==> config.mk <==
export PLATFORM = sky130hd
export DESIGN_NAME = random_walk_maze_carver_core
export DESIGN_NICKNAME = d
export VERILOG_FILES = /design/src/design/rwmc_pkg.sv /design/src/design/random_walk_maze_carver_core.sv /design/src/design/rwmc_ram.sv /design/src/design/rwmc_clear.sv /design/src/design/rwmc_move.sv
export SDC_FILE = /design/constraint.sdc
export NUM_CORES = 2
export LEC_CHECK = 0
export ABC_AREA = 1
export BUFFER_PORTS_ARGS = -buffer_cell sky130_fd_sc_hd__clkbuf_2
export CAP_MARGIN = 20
export CORE_UTILIZATION = 34
export CTS_BUF_LIST = sky130_fd_sc_hd__clkbuf_4 sky130_fd_sc_hd__clkbuf_8
export DETAILED_ROUTE_END_ITERATION = 8
export PLACE_DENSITY = 0.58
export SLEW_MARGIN = 20
export SYNTH_ARGS = -nofsm -noshare
export SYNTH_HDL_FRONTEND = slang
export SYNTH_HIERARCHICAL = 1
export SYNTH_SLANG_ARGS = --single-unit
==> constraint.sdc <==
create_clock -name clock -period 26.3 [get_ports clock]
set_clock_uncertainty 0.15 [all_clocks]
set_input_delay 2.63 -clock clock [delete_from_list [all_inputs] [get_ports clock]]
set_output_delay 2.63 -clock clock [all_outputs]
set_load 0.02 [all_outputs]
==> src/design/rwmc_pkg.sv <==
// ----------------------------------------------------------------------------
// rwmc_pkg
// Shared constants, codes and types of the random-walk maze carver.
// ----------------------------------------------------------------------------
package rwmc_pkg;

   // Default maze size limits
   localparam int MAX_COLS_DEF = 32;
   localparam int MAX_ROWS_DEF = 32;

   // Configuration port
   localparam int CSR_IDX_W  = 1;
   localparam int CSR_DATA_W = 6;
   localparam logic [CSR_IDX_W-1:0]  CSR_COLS  = 1'b0;
   localparam logic [CSR_IDX_W-1:0]  CSR_ROWS  = 1'b1;
   localparam logic [CSR_DATA_W-1:0] DIM_RESET = 6'd14;

   // Width of clamped dimension arithmetic (holds up to 64)
   localparam int DIM_CALC_W = 7;

   // Field widths of a transaction
   localparam int DIR_W  = 2;
   localparam int WALL_W = 7;
   localparam int CELL_W = 5;

   // Move directions
   localparam logic [DIR_W-1:0] DIR_WEST  = 2'd0;
   localparam logic [DIR_W-1:0] DIR_NORTH = 2'd1;
   localparam logic [DIR_W-1:0] DIR_EAST  = 2'd2;
   localparam logic [DIR_W-1:0] DIR_SOUTH = 2'd3;

   // Status of the visited-store clearing pass
   typedef struct packed {
      logic busy;
      logic wr_bit;
   } clr_status_type;

   // Index width for a store or count of the given depth
   function automatic int idx_width(input int depth);
      return (depth > 1) ? $clog2(depth) : 1;
   endfunction

   // Clamp a configured dimension into 1..maxv
   function automatic logic [DIM_CALC_W-1:0] clamp_dim(input logic [CSR_DATA_W-1:0] v,
                                                       input int maxv);
      logic [DIM_CALC_W-1:0] ext;
      logic [DIM_CALC_W-1:0] lim;
      ext = DIM_CALC_W'(v);
      lim = DIM_CALC_W'(maxv);
      if (ext == '0) begin
         return DIM_CALC_W'(1);
      end else if (ext > lim) begin
         return lim;
      end
      return ext;
   endfunction

endpackage

==> src/design/random_walk_maze_carver_core.sv <==
// ----------------------------------------------------------------------------
// random_walk_maze_carver_core
// Transactions pass the move stage and the result register. Throughput: one
// move a cycle while the result register is not stalled and no sweep runs, set
// by the single visited-store read per move. A restart holds off requests while
// the visited store is swept. Reset: walk finished, walker at cell 0, sizes 14.
// ----------------------------------------------------------------------------
module random_walk_maze_carver_core #(
   parameter int MAX_COLS = rwmc_pkg::MAX_COLS_DEF,
   parameter int MAX_ROWS = rwmc_pkg::MAX_ROWS_DEF
) (
   input  logic                              clock,
   input  logic                              reset,
   // configuration
   input  logic                              csr_wr_en,
   input  logic [rwmc_pkg::CSR_IDX_W-1:0]    csr_index,
   input  logic [rwmc_pkg::CSR_DATA_W-1:0]   csr_wr_data,
   // move requests
   input  logic                              req_valid,
   output logic                              req_stall,
   input  logic                              req_restart,
   input  logic [rwmc_pkg::DIR_W-1:0]        req_direction,
   // results
   output logic                              rsp_valid,
   input  logic                              rsp_stall,
   output logic                              rsp_carved,
   output logic [rwmc_pkg::WALL_W-1:0]       rsp_wall_col,
   output logic [rwmc_pkg::WALL_W-1:0]       rsp_wall_row,
   output logic [rwmc_pkg::CELL_W-1:0]       rsp_cell_col,
   output logic [rwmc_pkg::CELL_W-1:0]       rsp_cell_row,
   output logic                              rsp_done_res
);
   import rwmc_pkg::*;

   localparam int COL_W  = idx_width(MAX_COLS);
   localparam int ROW_W  = idx_width(MAX_ROWS);
   localparam int DEPTH  = MAX_COLS * MAX_ROWS;
   localparam int ADDR_W = idx_width(DEPTH);
   localparam int SUM_W  = ((COL_W > ROW_W) ? COL_W : ROW_W) + 1;

   // Map a cell to its visited-store entry
   function automatic logic [ADDR_W-1:0] cell_addr(input logic [COL_W-1:0] c,
                                                   input logic [ROW_W-1:0] r);
      return ADDR_W'(int'(r) * MAX_COLS + int'(c));
   endfunction

   // Configuration registers
   logic [CSR_DATA_W-1:0] cols_ff, rows_ff;
   logic [DIM_CALC_W-1:0] eff_cols, eff_rows;

   // Handshake control
   logic accept, out_en;

   // Move stage (between input and result register)
   logic              b_valid_ff;
   logic              b_restart_ff, b_move_ff, b_fwd_ff;
   logic [COL_W-1:0]  b_old_col_ff, b_new_col_ff;
   logic [ROW_W-1:0]  b_old_row_ff, b_new_row_ff;
   logic [ADDR_W-1:0] b_addr_ff, b_count_ff;

   // Walk progress
   logic [ADDR_W-1:0] cells_left_ff, cl_after_b, start_count;
   logic              active, visited_b, carve_b;

   // Walker
   logic [COL_W-1:0]  old_col, next_col;
   logic [ROW_W-1:0]  old_row, next_row;
   logic [ADDR_W-1:0] next_addr, walker_addr;

   // Visited store
   clr_status_type    clr;
   logic [ADDR_W-1:0] clr_addr;
   logic              ram_wr_en;
   logic [ADDR_W-1:0] ram_wr_addr;
   logic [0:0]        ram_wr_data, ram_rd_data;

   // Result register
   logic              rsp_valid_ff;
   logic              rsp_carved_ff, rsp_done_ff;
   logic [WALL_W-1:0] rsp_wall_col_ff, rsp_wall_row_ff;
   logic [CELL_W-1:0] rsp_cell_col_ff, rsp_cell_row_ff;

   // Write configuration registers
   always_ff @(posedge clock) begin
      if (reset) begin
         cols_ff <= DIM_RESET;
         rows_ff <= DIM_RESET;
      end else if (csr_wr_en) begin
         case (csr_index)
            CSR_COLS: cols_ff <= csr_wr_data;
            CSR_ROWS: rows_ff <= csr_wr_data;
            default:  cols_ff <= cols_ff;
         endcase
      end
   end

   assign eff_cols = clamp_dim(cols_ff, MAX_COLS);
   assign eff_rows = clamp_dim(rows_ff, MAX_ROWS);

   // Advance the pipeline unless the result register is blocked
   assign out_en    = !(rsp_valid_ff && rsp_stall);
   assign req_stall = !out_en || clr.busy;
   assign accept    = req_valid && !req_stall;

   // Resolve the transaction in the move stage
   assign visited_b = b_fwd_ff || ram_rd_data[0];
   assign carve_b   = b_valid_ff && b_move_ff && !visited_b;

   always_comb begin
      cl_after_b = cells_left_ff;
      if (b_valid_ff) begin
         if (b_restart_ff) begin
            cl_after_b = b_count_ff;
         end else if (carve_b) begin
            cl_after_b = cells_left_ff - 1'b1;
         end
      end
   end

   assign active      = (cl_after_b != '0);
   assign start_count = ADDR_W'(int'(eff_cols) * int'(eff_rows) - 1);

   rwmc_move #(
      .MAX_COLS (MAX_COLS),
      .MAX_ROWS (MAX_ROWS)
   ) u_move (
      .clock     (clock),
      .reset     (reset),
      .accept    (accept),
      .restart   (req_restart),
      .active    (active),
      .direction (req_direction),
      .eff_cols  (eff_cols),
      .eff_rows  (eff_rows),
      .old_col   (old_col),
      .old_row   (old_row),
      .next_col  (next_col),
      .next_row  (next_row)
   );

   assign next_addr   = cell_addr(next_col, next_row);
   assign walker_addr = cell_addr(old_col, old_row);

   // Load the move stage
   always_ff @(posedge clock) begin
      if (reset) begin
         b_valid_ff <= 1'b0;
      end else if (out_en) begin
         b_valid_ff <= accept;
      end
   end

   always_ff @(posedge clock) begin
      if (accept) begin
         b_restart_ff <= req_restart;
         b_move_ff    <= !req_restart && active;
         // forward the bit that the leaving transaction writes this edge
         b_fwd_ff     <= b_valid_ff && b_move_ff && (b_addr_ff == next_addr);
         b_old_col_ff <= old_col;
         b_old_row_ff <= old_row;
         b_new_col_ff <= next_col;
         b_new_row_ff <= next_row;
         b_addr_ff    <= next_addr;
         b_count_ff   <= start_count;
      end
   end

   // Track cells left
   always_ff @(posedge clock) begin
      if (reset) begin
         cells_left_ff <= '0;
      end else if (out_en && b_valid_ff) begin
         cells_left_ff <= cl_after_b;
      end
   end

   // Sweep the visited store after a restart
   rwmc_clear #(
      .DEPTH (DEPTH)
   ) u_clear (
      .clock      (clock),
      .reset      (reset),
      .start      (accept && req_restart),
      .start_addr (walker_addr),
      .status     (clr),
      .wr_addr    (clr_addr)
   );

   assign ram_wr_en      = clr.busy || (out_en && carve_b);
   assign ram_wr_addr    = clr.busy ? clr_addr : b_addr_ff;
   assign ram_wr_data[0] = clr.busy ? clr.wr_bit : 1'b1;

   rwmc_ram #(
      .WIDTH (1),
      .DEPTH (DEPTH)
   ) u_visited (
      .clock   (clock),
      .wr_en   (ram_wr_en),
      .wr_addr (ram_wr_addr),
      .wr_data (ram_wr_data),
      .rd_en   (accept),
      .rd_addr (next_addr),
      .rd_data (ram_rd_data)
   );

   // Load the result register
   always_ff @(posedge clock) begin
      if (reset) begin
         rsp_valid_ff <= 1'b0;
      end else if (out_en) begin
         rsp_valid_ff <= b_valid_ff;
      end
   end

   always_ff @(posedge clock) begin
      if (out_en && b_valid_ff) begin
         rsp_carved_ff   <= carve_b;
         rsp_done_ff     <= (cl_after_b == '0);
         rsp_cell_col_ff <= CELL_W'(b_new_col_ff);
         rsp_cell_row_ff <= CELL_W'(b_new_row_ff);
         if (carve_b) begin
            rsp_wall_col_ff <= WALL_W'(SUM_W'(b_old_col_ff) + SUM_W'(b_new_col_ff) + 1'b1);
            rsp_wall_row_ff <= WALL_W'(SUM_W'(b_old_row_ff) + SUM_W'(b_new_row_ff) + 1'b1);
         end else begin
            rsp_wall_col_ff <= '0;
            rsp_wall_row_ff <= '0;
         end
      end
   end

   assign rsp_valid    = rsp_valid_ff;
   assign rsp_carved   = rsp_carved_ff;
   assign rsp_wall_col = rsp_wall_col_ff;
   assign rsp_wall_row = rsp_wall_row_ff;
   assign rsp_cell_col = rsp_cell_col_ff;
   assign rsp_cell_row = rsp_cell_row_ff;
   assign rsp_done_res = rsp_done_ff;

`ifndef SYNTH
   // A broken wall lies between two cells: exactly one coordinate is even
   a_wall_between_cells: assert property (@(posedge clock) disable iff (reset)
      (rsp_valid_ff && rsp_carved_ff) |-> (rsp_wall_col_ff[0] ^ rsp_wall_row_ff[0]))
      else $error("carved wall not between two cells");

   // No carve leaves the wall fields at zero
   a_no_carve_no_wall: assert property (@(posedge clock) disable iff (reset)
      (rsp_valid_ff && !rsp_carved_ff) |-> (rsp_wall_col_ff == '0 && rsp_wall_row_ff == '0))
      else $error("wall reported without a carve");

   // A move lowers the count by at most one
   a_count_step: assert property (@(posedge clock) disable iff (reset)
      (out_en && b_valid_ff && !b_restart_ff) |=>
         (cells_left_ff == $past(cells_left_ff) ||
          cells_left_ff == $past(cells_left_ff) - 1'b1))
      else $error("cells left changed by more than one");

   // The sweep owns the write port: no carve may land while it runs
   a_no_carve_in_sweep: assert property (@(posedge clock) disable iff (reset)
      clr.busy |-> !(b_valid_ff && b_move_ff))
      else $error("move transaction in flight during clearing pass");
`endif

endmodule

==> src/design/rwmc_ram.sv <==
// ----------------------------------------------------------------------------
// rwmc_ram
// Generic single-write, single-read RAM with registered read data.
// ----------------------------------------------------------------------------
module rwmc_ram #(
   parameter int WIDTH = 1,
   parameter int DEPTH = 1024
) (
   input  logic                                         clock,
   input  logic                                         wr_en,
   input  logic [rwmc_pkg::idx_width(DEPTH)-1:0]        wr_addr,
   input  logic [WIDTH-1:0]                             wr_data,
   input  logic                                         rd_en,
   input  logic [rwmc_pkg::idx_width(DEPTH)-1:0]        rd_addr,
   output logic [WIDTH-1:0]                             rd_data
);
   import rwmc_pkg::*;

   logic [WIDTH-1:0] mem_ff [DEPTH];
   logic [WIDTH-1:0] rd_data_ff;

   // Write port
   always_ff @(posedge clock) begin
      if (wr_en) begin
         mem_ff[wr_addr] <= wr_data;
      end
   end

   // Registered read, held while not enabled
   always_ff @(posedge clock) begin
      if (rd_en) begin
         rd_data_ff <= mem_ff[rd_addr];
      end
   end

   assign rd_data = rd_data_ff;

endmodule

==> src/design/rwmc_clear.sv <==
// ----------------------------------------------------------------------------
// rwmc_clear
// Sweeps the visited store after a restart, leaving only the start cell set.
// ----------------------------------------------------------------------------
module rwmc_clear #(
   parameter int DEPTH = 1024
) (
   input  logic                                  clock,
   input  logic                                  reset,
   input  logic                                  start,
   input  logic [rwmc_pkg::idx_width(DEPTH)-1:0] start_addr,
   output rwmc_pkg::clr_status_type              status,
   output logic [rwmc_pkg::idx_width(DEPTH)-1:0] wr_addr
);
   import rwmc_pkg::*;

   localparam int ADDR_W = idx_width(DEPTH);
   localparam logic [ADDR_W-1:0] LAST_ADDR = ADDR_W'(DEPTH - 1);

   logic              busy_ff, busy_in;
   logic [ADDR_W-1:0] addr_ff, addr_in;

   // Advance the sweep one entry a cycle, stop after the last entry
   always_comb begin
      busy_in = busy_ff;
      addr_in = addr_ff;
      if (start) begin
         busy_in = 1'b1;
         addr_in = '0;
      end else if (busy_ff) begin
         if (addr_ff == LAST_ADDR) begin
            busy_in = 1'b0;
         end else begin
            addr_in = addr_ff + 1'b1;
         end
      end
   end

   always_ff @(posedge clock) begin
      if (reset) begin
         busy_ff <= 1'b0;
         addr_ff <= '0;
      end else begin
         busy_ff <= busy_in;
         addr_ff <= addr_in;
      end
   end

   assign status.busy   = busy_ff;
   assign status.wr_bit = (addr_ff == start_addr);
   assign wr_addr       = addr_ff;

endmodule

==> src/design/rwmc_move.sv <==
// ----------------------------------------------------------------------------
// rwmc_move
// Walker position register and the one-cell move with edge clamping.
// ----------------------------------------------------------------------------
module rwmc_move #(
   parameter int MAX_COLS = rwmc_pkg::MAX_COLS_DEF,
   parameter int MAX_ROWS = rwmc_pkg::MAX_ROWS_DEF
) (
   input  logic                                     clock,
   input  logic                                     reset,
   input  logic                                     accept,
   input  logic                                     restart,
   input  logic                                     active,
   input  logic [rwmc_pkg::DIR_W-1:0]               direction,
   input  logic [rwmc_pkg::DIM_CALC_W-1:0]          eff_cols,
   input  logic [rwmc_pkg::DIM_CALC_W-1:0]          eff_rows,
   output logic [rwmc_pkg::idx_width(MAX_COLS)-1:0] old_col,
   output logic [rwmc_pkg::idx_width(MAX_ROWS)-1:0] old_row,
   output logic [rwmc_pkg::idx_width(MAX_COLS)-1:0] next_col,
   output logic [rwmc_pkg::idx_width(MAX_ROWS)-1:0] next_row
);
   import rwmc_pkg::*;

   localparam int COL_W = idx_width(MAX_COLS);
   localparam int ROW_W = idx_width(MAX_ROWS);

   logic [COL_W-1:0] col_ff, col_in;
   logic [ROW_W-1:0] row_ff, row_in;
   logic [COL_W-1:0] mv_col;
   logic [ROW_W-1:0] mv_row;

   // Step one cell unless at the edge or the walk is finished
   always_comb begin
      mv_col = col_ff;
      mv_row = row_ff;
      if (active) begin
         case (direction)
            DIR_WEST: begin
               if (col_ff != '0) mv_col = col_ff - 1'b1;
            end
            DIR_NORTH: begin
               if (row_ff != '0) mv_row = row_ff - 1'b1;
            end
            DIR_EAST: begin
               if ((DIM_CALC_W'(col_ff) + 1'b1) < eff_cols) mv_col = col_ff + 1'b1;
            end
            DIR_SOUTH: begin
               if ((DIM_CALC_W'(row_ff) + 1'b1) < eff_rows) mv_row = row_ff + 1'b1;
            end
            default: begin
               mv_col = col_ff;
               mv_row = row_ff;
            end
         endcase
      end
   end

   // Restart places the walker on the last cell
   always_comb begin
      if (restart) begin
         next_col = COL_W'(eff_cols - 1'b1);
         next_row = ROW_W'(eff_rows - 1'b1);
      end else begin
         next_col = mv_col;
         next_row = mv_row;
      end
   end

   assign col_in = accept ? next_col : col_ff;
   assign row_in = accept ? next_row : row_ff;

   always_ff @(posedge clock) begin
      if (reset) begin
         col_ff <= '0;
         row_ff <= '0;
      end else begin
         col_ff <= col_in;
         row_ff <= row_in;
      end
   end

   assign old_col = col_ff;
   assign old_row = row_ff;

endmodule

# ---- Yosys cells after proc, flatten, opt, wreduce, memory -nomap -nowiden
# Memory sizes are Yosys's and may differ from the RTL's. A register that Yosys moved wholly into a read port is not among the register bits.
# Cells that the tools add are included.
dict set report classes {
  n_addsub 17
  mul 1
  n_lt_le_gt_ge 4
  n_eq_ne 6
  n_mux 30
  bitwise 2
  n_reduce_logical 27
}
# cell count
set ops {}
lappend ops {{$mux 7} 6}
lappend ops {{$mux 10} 4}
lappend ops {{$mux 5} 8}
lappend ops {{$add 10x5->10} 2}
lappend ops {{$eq 10x10->1} 2}
lappend ops {{$pmux 5 s2} 2}
lappend ops {{$sub 10x1->10 const B} 2}
lappend ops {{$sub 5x1->5 const B} 4}
lappend ops {{$add 6x1->7 const B} 2}
lappend ops {{$lt 6x7->1} 2}
lappend ops {{$add 5x1->6 const B} 2}
lappend ops {{$add 5x5->6} 2}
lappend ops {{$gt 6x6->1 const B} 2}
lappend ops {{$logic_not 6->1} 2}
lappend ops {{$add 10x1->10 const B} 1}
lappend ops {{$add 5x1->5 const B} 2}
lappend ops {{$eq 10x10->1 const B} 1}
lappend ops {{$logic_not 10->1} 1}
lappend ops {{$mul 7x7->10} 1}
lappend ops {{$mux 1} 10}
lappend ops {{$reduce_bool 10->1} 1}
lappend ops {{$reduce_bool 5->1} 2}
lappend ops {{$logic_and 1x1->1} 9}
lappend ops {{$reduce_and 2->1} 3}
lappend ops {{other kinds (7)} 14}
dict set report totals {
  regBits 114
  ramBits 1024
  output_inout_bits 28
  wordCells 112
  n_memories 1
}
# name words word_bits rd rd_clocked_by_memory_dff wr line_no
set memory_table {}
lappend memory_table {u_visited.mem_ff 1024 1 1 1 1 rwmc_ram.sv:19} ;# logic [WIDTH-1:0] mem_ff [DEPTH];

# ---- Longest topological paths before layout
dict set report depth {
  ltp_word 12
  ltp_mapped 34
  ltp_nobuf 31
}

# ---- Hierarchy
# Netlist, hierarchy kept.
# module n_inst cells_per_inst area_per_inst_um2
set by_module_without_submodules {}
lappend by_module_without_submodules {rwmc_ram 1 4679 46402.0}
lappend by_module_without_submodules {random_walk_maze_carver_core 1 576 5019.8}
lappend by_module_without_submodules {rwmc_move 1 283 1749.2}
lappend by_module_without_submodules {rwmc_clear 1 115 744.5}

# ---- Worst setup path before layout
# Ideal clock, no wire load.
dict set report synth_timing {
  path_kind {reg-to-reg}
  start {register u_move.col_ff[1] (netlist: u_move/old_col[1])}
  end {memory u_visited.mem_ff[0], data pin}
  setup_time_ns 1.620
  arrival_ns 7.651
  required_time_ns 24.530
  slack_ns 16.879
  stages_incl_launch_ff 6
  n_path_buf 0
  period_less_slack_ns 9.421
  path_cell_list {dfxtp_1 or2_2 a21oi_1 nand3_1 nor2_1 or2_2}
}
# element line_no
set synth_lines {}
lappend synth_lines {{start: declaration} rwmc_move.sv:27} ;# logic [COL_W-1:0] col_ff, col_in;
lappend synth_lines {{start signal: assignment} rwmc_move.sv:77} ;# col_ff <= col_in;
lappend synth_lines {{end: declaration} rwmc_ram.sv:19}

# ---- Worst setup path after layout
dict set report layout_timing {
  start {register u_visited.rd_data_ff (netlist: u_visited/rd_data) (read register of u_visited.mem_ff)}
  end {register u_visited.rd_data_ff (netlist: u_visited/rd_data) (read register of u_visited.mem_ff), data pin}
}
dict set report layout_via {
  elab_chain_cells 10
}
# element line_no
set layout_rtl {}
lappend layout_rtl {{start: declaration} rwmc_ram.sv:20} ;# logic [WIDTH-1:0] rd_data_ff;
lappend layout_rtl {{$logic_or 1x1->1} random_walk_maze_carver_core.sv:106} ;# assign visited_b = b_fwd_ff || ram_rd_data[0];
lappend layout_rtl {{$logic_not 1->1} random_walk_maze_carver_core.sv:107} ;# assign carve_b = b_valid_ff && b_move_ff && !visited_b;
lappend layout_rtl {{$logic_and 1x1->1} random_walk_maze_carver_core.sv:107}
lappend layout_rtl {{$mux 10} random_walk_maze_carver_core.sv:114} ;# end else if (carve_b) begin
lappend layout_rtl {{$mux 10} random_walk_maze_carver_core.sv:112} ;# if (b_restart_ff) begin
lappend layout_rtl {{$mux 10} random_walk_maze_carver_core.sv:111} ;# if (b_valid_ff) begin
lappend layout_rtl {{$reduce_bool 10->1} random_walk_maze_carver_core.sv:120} ;# assign active = (cl_after_b != '0);
lappend layout_rtl {{named net active} random_walk_maze_carver_core.sv:63} ;# logic active, visited_b, carve_b;
lappend layout_rtl {{$mux 5} rwmc_move.sv:36} ;# if (active) begin
lappend layout_rtl {{$mux 5} rwmc_move.sv:60} ;# if (restart) begin
lappend layout_rtl {{named net next_col[0]} random_walk_maze_carver_core.sv:66} ;# logic [COL_W-1:0] old_col, next_col;
lappend layout_rtl {{$add 10x5->10} random_walk_maze_carver_core.sv:44} ;# return ADDR_W'(int'(r) * MAX_COLS + int'(c));
# The timed path passes the listed nets, and every way through them passes these cells.
# A chain may end at the register's enable or synchronous reset.

==> impl_results.md <==
- Status: finished clean
- RePlAce Congestion: 0.831
- Setup violators final: 0
- Gate Count Post-Synth: 5653
- Routed via count: 40520
- Post-layout nets: 5617
- Final worst path period share: 0.246
- CP Launch Type: flop
- Most frequent cells in the layout: nand2_1, nor2_1, nand3_1
- Maxcap violations: 0
- Pwr Total: 4380 µW
- Number of port buffers: 40
- Total Wirelength: 159000 µm
- Worst-Margin Slew: 1.28 ns
- Clk_lat worst skew: 0.90 ns
- CP Max Fanout: 149
- Dpl cells: 7399
- Fraction of the mapped netlist area in simple logic gates: 0.285
- Initial Utilization: 0.344
- First-pass GRT wire length: 238000 µm
- Die height: 400 µm
- Rel. slew slack: 0.135
- DR vias/cell: 5.24
- 1st-iter DRT viols: 4103
- Mean Syn Cell Area: 9.54 µm²
- Initial antenna violation count: 2
- I/O pins: 43
- Xor/xnor share of the synthesized area: 0.00564
- CP max stage cell: buf_4
- Hold_buf cts: 0
- TritonCTS clock tree: yes
- GRT overflow: 0
- Commonest non-fill, non-tap cell in the layout: nand2_1
- DP Wirelength: 80900 µm
- Final Hold Fails: 0
- EDFF count, synth: 1082
- Post-synthesis adder-cell area fraction: 0.0194
- Die width: 400 µm
- CP Buf/Inv Count: 8
- Post-synth top area share: 0.603
- Number of routed nets with antenna violations: 0
- Sequential area share after synthesis: 0.619
- Yosys reg bits: 1127
- Largest family of logic cells by synthesized area: simple AND/OR/NAND/NOR gates
- CP delay by family, top: simple AND/OR/NAND/NOR gates
- Resized cells post-CTS: 0
- Area fraction in compound gates after synthesis: 0.0132
- Vias in the first global route: 38563
- Max VDD drop: 0.0443 mV
- Core box area: 157000 µm²
- Max clock buf depth: 3
- Yosys cell types: 47
- CP Class: reg2reg
- Post-Route Utilization: 0.375
- Netlist Area Pre-Place: 53900 µm²
- Top area cells in the synthesized netlist: edfxtp_1, nand3_1, nand2_1
- Htree depth: 4
- Drt drc: 0
- Met1 GRT Util: 0.254
- Static Leak: 0.0198 µW
- Critical Path AT: 7.10 ns
- Filler cell count: 15866
- Worst min-delay path class: reg2reg
- GRT Overall Usage: 0.194
- Met3 GRT Util: 0.0283
- Clock-pin slew on the worst setup and hold paths: 0.06 ns
- Pwr per Cell Area: 74.5 nW/µm²
- Most Crowded Layer GR: met2
- Ys async rst share: 0
- Mux contribution to synthesized area: 0
- Warnings, synthesis: 6
- Rows: 145
- Share of post-route cells with drive strength above 1: 0.0946
- Clk sinks: 1127
- Top_reg_cell synth: edfxtp_1
- Num CTS Buffers: 188
- Worst Setup End Kind: flop
- Layout area overhead: 9.15%
- Pre-antenna DRT Iters: 7
- Worst path most repeated cell: nand3_1
- Peak Freq: 154 MHz
- Required time worst endpoint: 26.92 ns
- Synth area leader: edfxtp_1
- Slew Limit Fails: 0
- Post-CTS setup buffers: 0
- Crit-path max cell delay: 0.65 ns
- Tmin final: 6.48 ns
- Met2 Resource Use GR: 0.323
- Drt wl/cell: 20.5 µm
- Clock Tree Root: clkbuf_8
- Die area: 160000 µm²
- Setup TNS: 0 ns
- Fin cells: 7734
- Unrepaired setup endpoints after global routing: no
- Largest net degree at the start of global routing: 187
[layer usage]
metal	vias up	part of all wire
li1	18715	-
met1	20008	0.41
met2	1479	0.48
met3	318	0.073
met4	0	0.037
met5	-	0
[final cells by class]
type | instances | area, µm² | area share
Sequential cell | 1127 | 33400 | 0.567
Multi-Input combinational cell | 3884 | 17600 | 0.299
Clock buffer | 248 | 3060 | 0.0520
Tap cell | 2058 | 2570 | 0.0438
Timing Repair Buffer | 122 | 883 | 0.0150
Inverter | 210 | 840 | 0.0143
Clock inverter | 84 | 488 | 0.00829
Antenna cell | 1 | 2.50 | 0.0000425
[sequential cells by signal, indices dropped and copies added, names as in the netlist, 4 cells and up]
| name | count |
|---|---|
| u_visited/mem_ff | 1024 |
| b_count_ff | 10 |
| cells_left_ff | 10 |
| u_clear/wr_addr | 10 |
| cols_ff | 6 |
| rows_ff | 6 |
| rsp_wall_col | 6 |
| rsp_wall_row | 6 |
| b_new_row_ff | 5 |
| b_old_col_ff | 5 |
| b_old_row_ff | 5 |
| rsp_cell_col | 5 |
| rsp_cell_row | 5 |
| u_move/old_col | 5 |
| u_move/old_row | 5 |
| b_new_col_ff | 4 |
[report_power, final]
part	total (µW)	switching [µW]	leakage, µW	internal, µW
logic	852	619	0.00851	233
registers	2030	16.9	0.00943	2010
clock network	1500	723	0.00186	778
total	4380	1360	0.0198	3020
[synth_stat cells (all sizes together) (2+ instances only)]
cell and n:
buf 228, ha 45, dfxtp 45, a21oi 61, edfxtp 1082, a2111oi 2, nand3b 2, dlygate4sd1 3
o211ai 6, or2 4, nand3 1101, o21ai 50, a211oi 3, nand4 21, clkbuf 207, nor3 29
nand2 1315, inv 210, nor2 1176, xor2 21, fa 24, xnor2 12
[stage by stage]
step                      setup slack [ns]  area [µm²]  hold WS (ns)
after floorplan                      16.88       53900         0.276
after global placement               18.87       55100         0.289
after detailed placement             18.88       55200         0.295
after CTS                            19.61       58700         0.309
after global routing                 19.44       58900         0.319
final                                19.82       58900         0.307
[worst register-to-register path: cells and delay by family, from the launching register on]
family	cells	cell delay (ns)
compound gates	3	0.40
buf+inv	8	2.68
flops	1	0.52
simple gates	21	2.59
[cells by family after synthesis]
group	after synthesis
other cells	1
xor+xnor	33
buf+inv	649
fa+ha+maj	69
compound gates	124
simple gates	3650
flops	1127
[worst paths after layout]
kind         slack, ns               from                end  depth (start not counted)
max              19.82  u_visited/rd_data  u_visited/rd_data                         32
min               0.31    b_new_row_ff[0]    rsp_cell_row[0]                          0
max reg2reg      19.82  u_visited/rd_data  u_visited/rd_data                         32
min reg2reg       0.31    b_new_row_ff[0]    rsp_cell_row[0]                          0
Note: power is estimated with default switching activity, not from simulation.
